**config.mk**
```make
export PLATFORM = sky130hd
export DESIGN_NAME = bb3_cell
export DESIGN_NICKNAME = d
export VERILOG_FILES = /design/src/rtl/bb3_pkg.sv /design/src/rtl/bb3_cell.sv
export SDC_FILE = /design/constraint.sdc
export NUM_CORES = 1
export LEC_CHECK = 0
export BUFFER_PORTS_ARGS = -buffer_cell sky130_fd_sc_hd__buf_2
export CAP_MARGIN = 5
export CORE_UTILIZATION = 49
export DETAILED_ROUTE_END_ITERATION = 12
export PLACE_DENSITY = 0.83
export SYNTH_ARGS = -nofsm -noshare
export SYNTH_HDL_FRONTEND = slang
export SYNTH_SLANG_ARGS = --single-unit
export TNS_END_PERCENT = 20
```
**constraint.sdc**
```tcl
create_clock -name clk_i -period 2 [get_ports clk_i]
set_input_delay 0.6 -clock clk_i [delete_from_list [all_inputs] [get_ports clk_i]]
set_output_delay 0.6 -clock clk_i [all_outputs]
set_load 0.02 [all_outputs]
```
**src/rtl/bb3_pkg.sv**
```systemverilog
// Shared types, constants and helper functions of the 3x3 box blur.
package bb3_pkg;

  localparam int unsigned MAX_WIDTH_DEF = 1024;
  localparam int unsigned PIX_W         = 8;
  localparam int unsigned CFG_WIDTH_W   = 11;
  localparam int unsigned CFG_HEIGHT_W  = 16;
  localparam int unsigned ROW_W         = 17;
  localparam int unsigned SUM_W         = 12;
  localparam int unsigned SUMN_W        = 13;
  localparam int unsigned CNT_W         = 4;
  localparam int unsigned RECIP_SHIFT   = 18;
  localparam int unsigned RECIP_W       = 18;
  localparam int unsigned PROD_W        = SUMN_W + RECIP_W;
  localparam int unsigned ADDR_W        = 3;
  localparam int unsigned DATA_W        = 32;

  localparam logic [CFG_WIDTH_W-1:0]  WIDTH_RESET  = 11'd640;
  localparam logic [CFG_HEIGHT_W-1:0] HEIGHT_RESET = 16'd480;

  // Register index codes, taken from paddr[2].
  localparam logic REG_IMAGE_WIDTH  = 1'b0;
  localparam logic REG_IMAGE_HEIGHT = 1'b1;

  // Request type codes.
  localparam logic REQ_PIXEL = 1'b0;
  localparam logic REQ_DRAIN = 1'b1;

  typedef struct packed {
    logic [PIX_W-1:0] red;
    logic [PIX_W-1:0] green;
    logic [PIX_W-1:0] blue;
  } pix_t;

  // One window column; index 0 is the oldest row.
  typedef pix_t [2:0] col_t;

  typedef struct packed {
    logic             req_type;
    logic             frame_start;
    logic [PIX_W-1:0] in_red;
    logic [PIX_W-1:0] in_green;
    logic [PIX_W-1:0] in_blue;
  } blur_req_t;

  typedef struct packed {
    logic [PIX_W-1:0] out_red;
    logic [PIX_W-1:0] out_green;
    logic [PIX_W-1:0] out_blue;
    logic             image_last;
  } blur_res_t;

  // Number of window taps inside the image; never zero.
  function automatic logic [CNT_W-1:0] mean_count(logic [2:0] rmask, logic [2:0] cmask);
    logic [1:0]       nr;
    logic [1:0]       nc;
    logic [CNT_W-1:0] prod;
    nr   = 2'(rmask[0]) + 2'(rmask[1]) + 2'(rmask[2]);
    nc   = 2'(cmask[0]) + 2'(cmask[1]) + 2'(cmask[2]);
    prod = CNT_W'(nr) * CNT_W'(nc);
    if (prod == '0) begin
      prod = CNT_W'(1);
    end
    return prod;
  endfunction

  // Rounded-up reciprocal of twice the count, scaled by 2^RECIP_SHIFT. It is
  // exact for every dividend below 2^SUMN_W.
  function automatic logic [RECIP_W-1:0] mean_recip(logic [CNT_W-1:0] count);
    logic [RECIP_W-1:0] m;
    case (count)
      4'd1:    m = 18'd131072;
      4'd2:    m = 18'd65536;
      4'd3:    m = 18'd43691;
      4'd4:    m = 18'd32768;
      4'd6:    m = 18'd21846;
      4'd9:    m = 18'd14564;
      default: m = 18'd131072;
    endcase
    return m;
  endfunction

endpackage

```
**src/rtl/bb3_cell.sv**
```systemverilog
// One column cell of the blur window; shifts its column to the left neighbour.
module bb3_cell import bb3_pkg::*; (
  input  logic clk_i,
  input  logic rst_ni,
  input  logic shift_i,
  input  col_t col_i,
  output col_t col_o
);

  col_t col_q;

  always_ff @(posedge clk_i or negedge rst_ni) begin
    if (!rst_ni) begin
      col_q <= '0;
    end else if (shift_i) begin
      col_q <= col_i;
    end
  end

  assign col_o = col_q;

endmodule

```
==> impl_metrics.py <==
metrics = {
    "yosys": {
        "synthTopCellsByArea": "sky130_fd_sc_hd__dfrtp_1, sky130_fd_sc_hd__mux2_4, sky130_fd_sc_hd__buf_12, sky130_fd_sc_hd__mux2_2, sky130_fd_sc_hd__buf_6",
        "synth_compound_area_share_pct": 0,
        "synth-warning-count": 0,
        "average_size_of_a_mapped_cell_um2": 19.91,
        "synth_cell_type_count": 5,
        "synth_nets": 227,
        "muxShareOfSynthArea_pct": 35.47,
        "area_of_the_mapped_netlist_um2": 3027,
        "yosys.cell_count.top_type": "sky130_fd_sc_hd__dfrtp_1",
        "yosys.area_share.simple_pct": 0,
        "synth_common_cells": "sky130_fd_sc_hd__dfrtp_1, sky130_fd_sc_hd__mux2_4, sky130_fd_sc_hd__buf_12, sky130_fd_sc_hd__mux2_2, sky130_fd_sc_hd__buf_6",
        "synthCells": 152,
        "synth_top_cell_by_area": "sky130_fd_sc_hd__dfrtp_1",
        "synth_sequential_area_ratio_pct": 59.53,
        "async_s_r_ff_share_synth_pct": 100.0,
        "synth_edf_count": 0,
        "synth.ff_latch_count": 72,
        "synth_top_area_share_pct": 59.53,
        "post_synth_fa_ha_maj_area_fraction_pct": 0,
        "synth_flop_cell": "sky130_fd_sc_hd__dfrtp_1",
        "main_combinational_cell_family_by_area_after_synthesis": "multiplexers",
        "synth-xor-area-share_pct": 0,
    },
    "timing": {
        "setup-tns-final_ps": 0,
        "rsz0062_at_grt": "no",
        "max_clock_freq_mhz": 670.4,
        "final.min_clock_period_ps": 1492,
        "finalClockSkew_ps": 0,
        "worst_slew_margin_rel_pct": 75.10,
        "final-setup-viol-count": 0,
        "layout_worst_path_cycle_share_pct": 74.58,
        "slew_viol_final": 0,
        "timing_hold_violations_final": 0,
        "worst_pin_slew_ps": 373.5,
    },
    "power_and_ir_drop": {
        "leakage_nw": 2.149,
        "power.switching_fraction_pct": 25.99,
        "cell_internal_pwr_mw": 2.744,
        "vdd_drop_max_mv": 0.5273,
        "clkPwrFrac_pct": 34.4,
        "seq_power_share_pct": 45.5,
        "power_per_cell_area_nw_per_um2": 928.5,
        "p_switching_uw": 963.4,
        "share_comb_of_total_power_pct": 20.1,
    },
    "cells_and_area": {
        "fillCellCount": 441,
        "largest_register_ff_count": 72,
        "nets": 379,
        "post_route_cells_drive_above_1_share_pct": 76.70,
        "flow.area_growth_from_synthesis_pct": 31.91,
        "antennaDiodeCount": 0,
        "final_instance_area_um2": 3993,
        "layoutNonFillerInstCount": 384,
        "multi_input_area_um2": 1074,
        "layout.area.seq_um2": 1802,
    },
    "global_route": {
        "first_global_vias": 1869,
        "grt_first_pass_wirelength_mm": 8.901,
        "grt_start_max_net_pins": 73,
        "grt_antenna_before_repair": 0,
        "grt-ovfl-total": 0,
        "groute.usage.overall_pct": 18.89,
    },
    "clocking": {
        "cts.htree.levels": 3,
        "clock-sinks": 72,
        "cts_tree": "built",
        "tritoncts.num_buffers": 9,
        "clkTransAtPathRegs_ps": 70,
        "cts_hold_buffers": 0,
        "cts_post_setup_buffers_inserted": 0,
        "cts-resized-gates": 0,
        "worstSkewPairLatency_ps": 320,
        "clock_tree_root_driver_cell": "sky130_fd_sc_hd__clkbuf_8",
        "clockBufferDepth": 2,
    },
    "drt": {
        "avgViaCountPerCell": 4.661,
        "first_iter_violations": 51,
        "total_via_count_in_the_routed_design": 1790,
        "ant_nets": 0,
        "wl_per_cell_um": 15.32,
        "number_of_detailed_route_iterations_in_the_first_pass": 4,
        "totalWireLength_mm": 5.882,
        "drc": 0,
    },
    "setup_path": {
        "cpLargestDelayFamily": "flip-flops",
        "crit_slowest_cell": "sky130_fd_sc_hd__dfrtp_1",
        "cp-end-kind": "output pin",
        "critPathMaxFanout": 2,
        "startpoint_type": "flop",
        "required_ps": 1400,
        "cells_along_the_critical_path": "buf_2",
        "buf_inv_on_cp": 1,
        "critical_path_max_stage_delay_ps": 400,
        "worst-setup-path-type": "reg -> out",
        "regToRegSetupSlack_ps": 1210,
        "worst-endpoint-arrival_ps": 890,
    },
    "floorplanning": {
        "die_width_um": 80.59,
        "row_count": 28,
        "core-area_um2": 5956,
        "die-area_um2": 6495,
        "chipHeight_um": 80.59,
        "i_o_pins": 147,
        "initial_core_util_pct": 50.82,
    },
    "placed_design": {
        "numPortBuffers": 146,
        "finalWeightedCongestion": 0.7696,
        "place_area_um2": 3762,
        "place.detailed.instances": 368,
        "dpl.hpwl_mm": 4.231,
    },
    "min_path": {
        "timing.hold.worst.class": "in -> async",
    },
    "flow_run": {
        "maxCapViolCount": 0,
    },
    "outcome": {
        "status": "finished, final reports clean",
    },
}
-- cells in the final DEF, fill, tap and decap left out --
cell type / synthesis / layout
sky130_fd_sc_hd__buf_12: 7 / 3
sky130_fd_sc_hd__buf_2: 0 / 145
sky130_fd_sc_hd__buf_4: 0 / 1
sky130_fd_sc_hd__bufinv_16: 0 / 2
sky130_fd_sc_hd__clkbuf_8: 0 / 11
sky130_fd_sc_hd__clkinv_2: 0 / 2
sky130_fd_sc_hd__clkinv_4: 0 / 1
sky130_fd_sc_hd__dfrtp_1: 72 / 72
sky130_fd_sc_hd__mux2_2: 2 / 2
sky130_fd_sc_hd__mux2_4: 70 / 70
-- path summary, 6_finish.rpt --
kind / end / from / cells past startpoint
worst max-delay path: col_o[20] / col_o[20]$_DFFE_PN0P_ / 1
worst min register to register: col_o[53]$_DFFE_PN0P_ / col_o[53]$_DFFE_PN0P_ / 1
worst min-delay path: col_o[53]$_DFFE_PN0P_ / rst_ni / 2
worst max register to register: col_o[39]$_DFFE_PN0P_ / col_o[39]$_DFFE_PN0P_ / 1
max in group asynchronous: col_o[30]$_DFFE_PN0P_ / rst_ni / 2
min in group clk_i: col_o[23]$_DFFE_PN0P_ / col_i[23] / 2
-- through the flow --
| step | util (%) | hold WS, ps | power, mW | worst slack, ps |
|---|---|---|---|---|
| floorplan | - | 304.4 | 2.188 | 663.4 |
| global placement | 63.17 | 488.6 | 2.441 | 415.4 |
| detailed placement | 63.17 | 486.8 | 2.464 | 387.9 |
| CTS | 67.04 | 292.0 | 3.761 | 489.6 |
| global route | 67.04 | 305.1 | 3.873 | 465.8 |
| finish | 67.04 | 282.7 | 3.707 | 508.4 |
-- area by class of cell --
type / count / area share [%]
Clock buffer: 11 / 3.792
Clock inverter: 5 / 1.974
Multi-Input combinational cell: 72 / 26.89
Sequential cell: 72 / 45.13
Tap cell: 75 / 2.350
Timing Repair Buffer: 149 / 19.87
-- power by group through the flow --
stage / registers, mW / logic (mW) / clock network [mW]
3_3_place_gp: 1.70 / 0.736 / 0
3_5_place_dp: 1.71 / 0.758 / 0
6_report: 1.68 / 0.747 / 1.28
5_1_grt: 1.70 / 0.793 / 1.38
4_1_cts: 1.69 / 0.757 / 1.32
2_1_floorplan: 1.89 / 0.300 / 0
-- routing by layer --
| metal | global-route usage [%] | part of all wire [%] |
|---|---|---|
| met5 | 0 | 0 |
| met1 | 23.68 | 43 |
| met3 | 3.750 | 5.8 |
| met2 | 31.02 | 49 |
| met4 | 9.286 | 1.4 |
-- cell families after synthesis --
logic type / after synthesis
DFF: 72
buffers and inverters: 8
muxes: 72
Power figures use the tool's default switching activity.
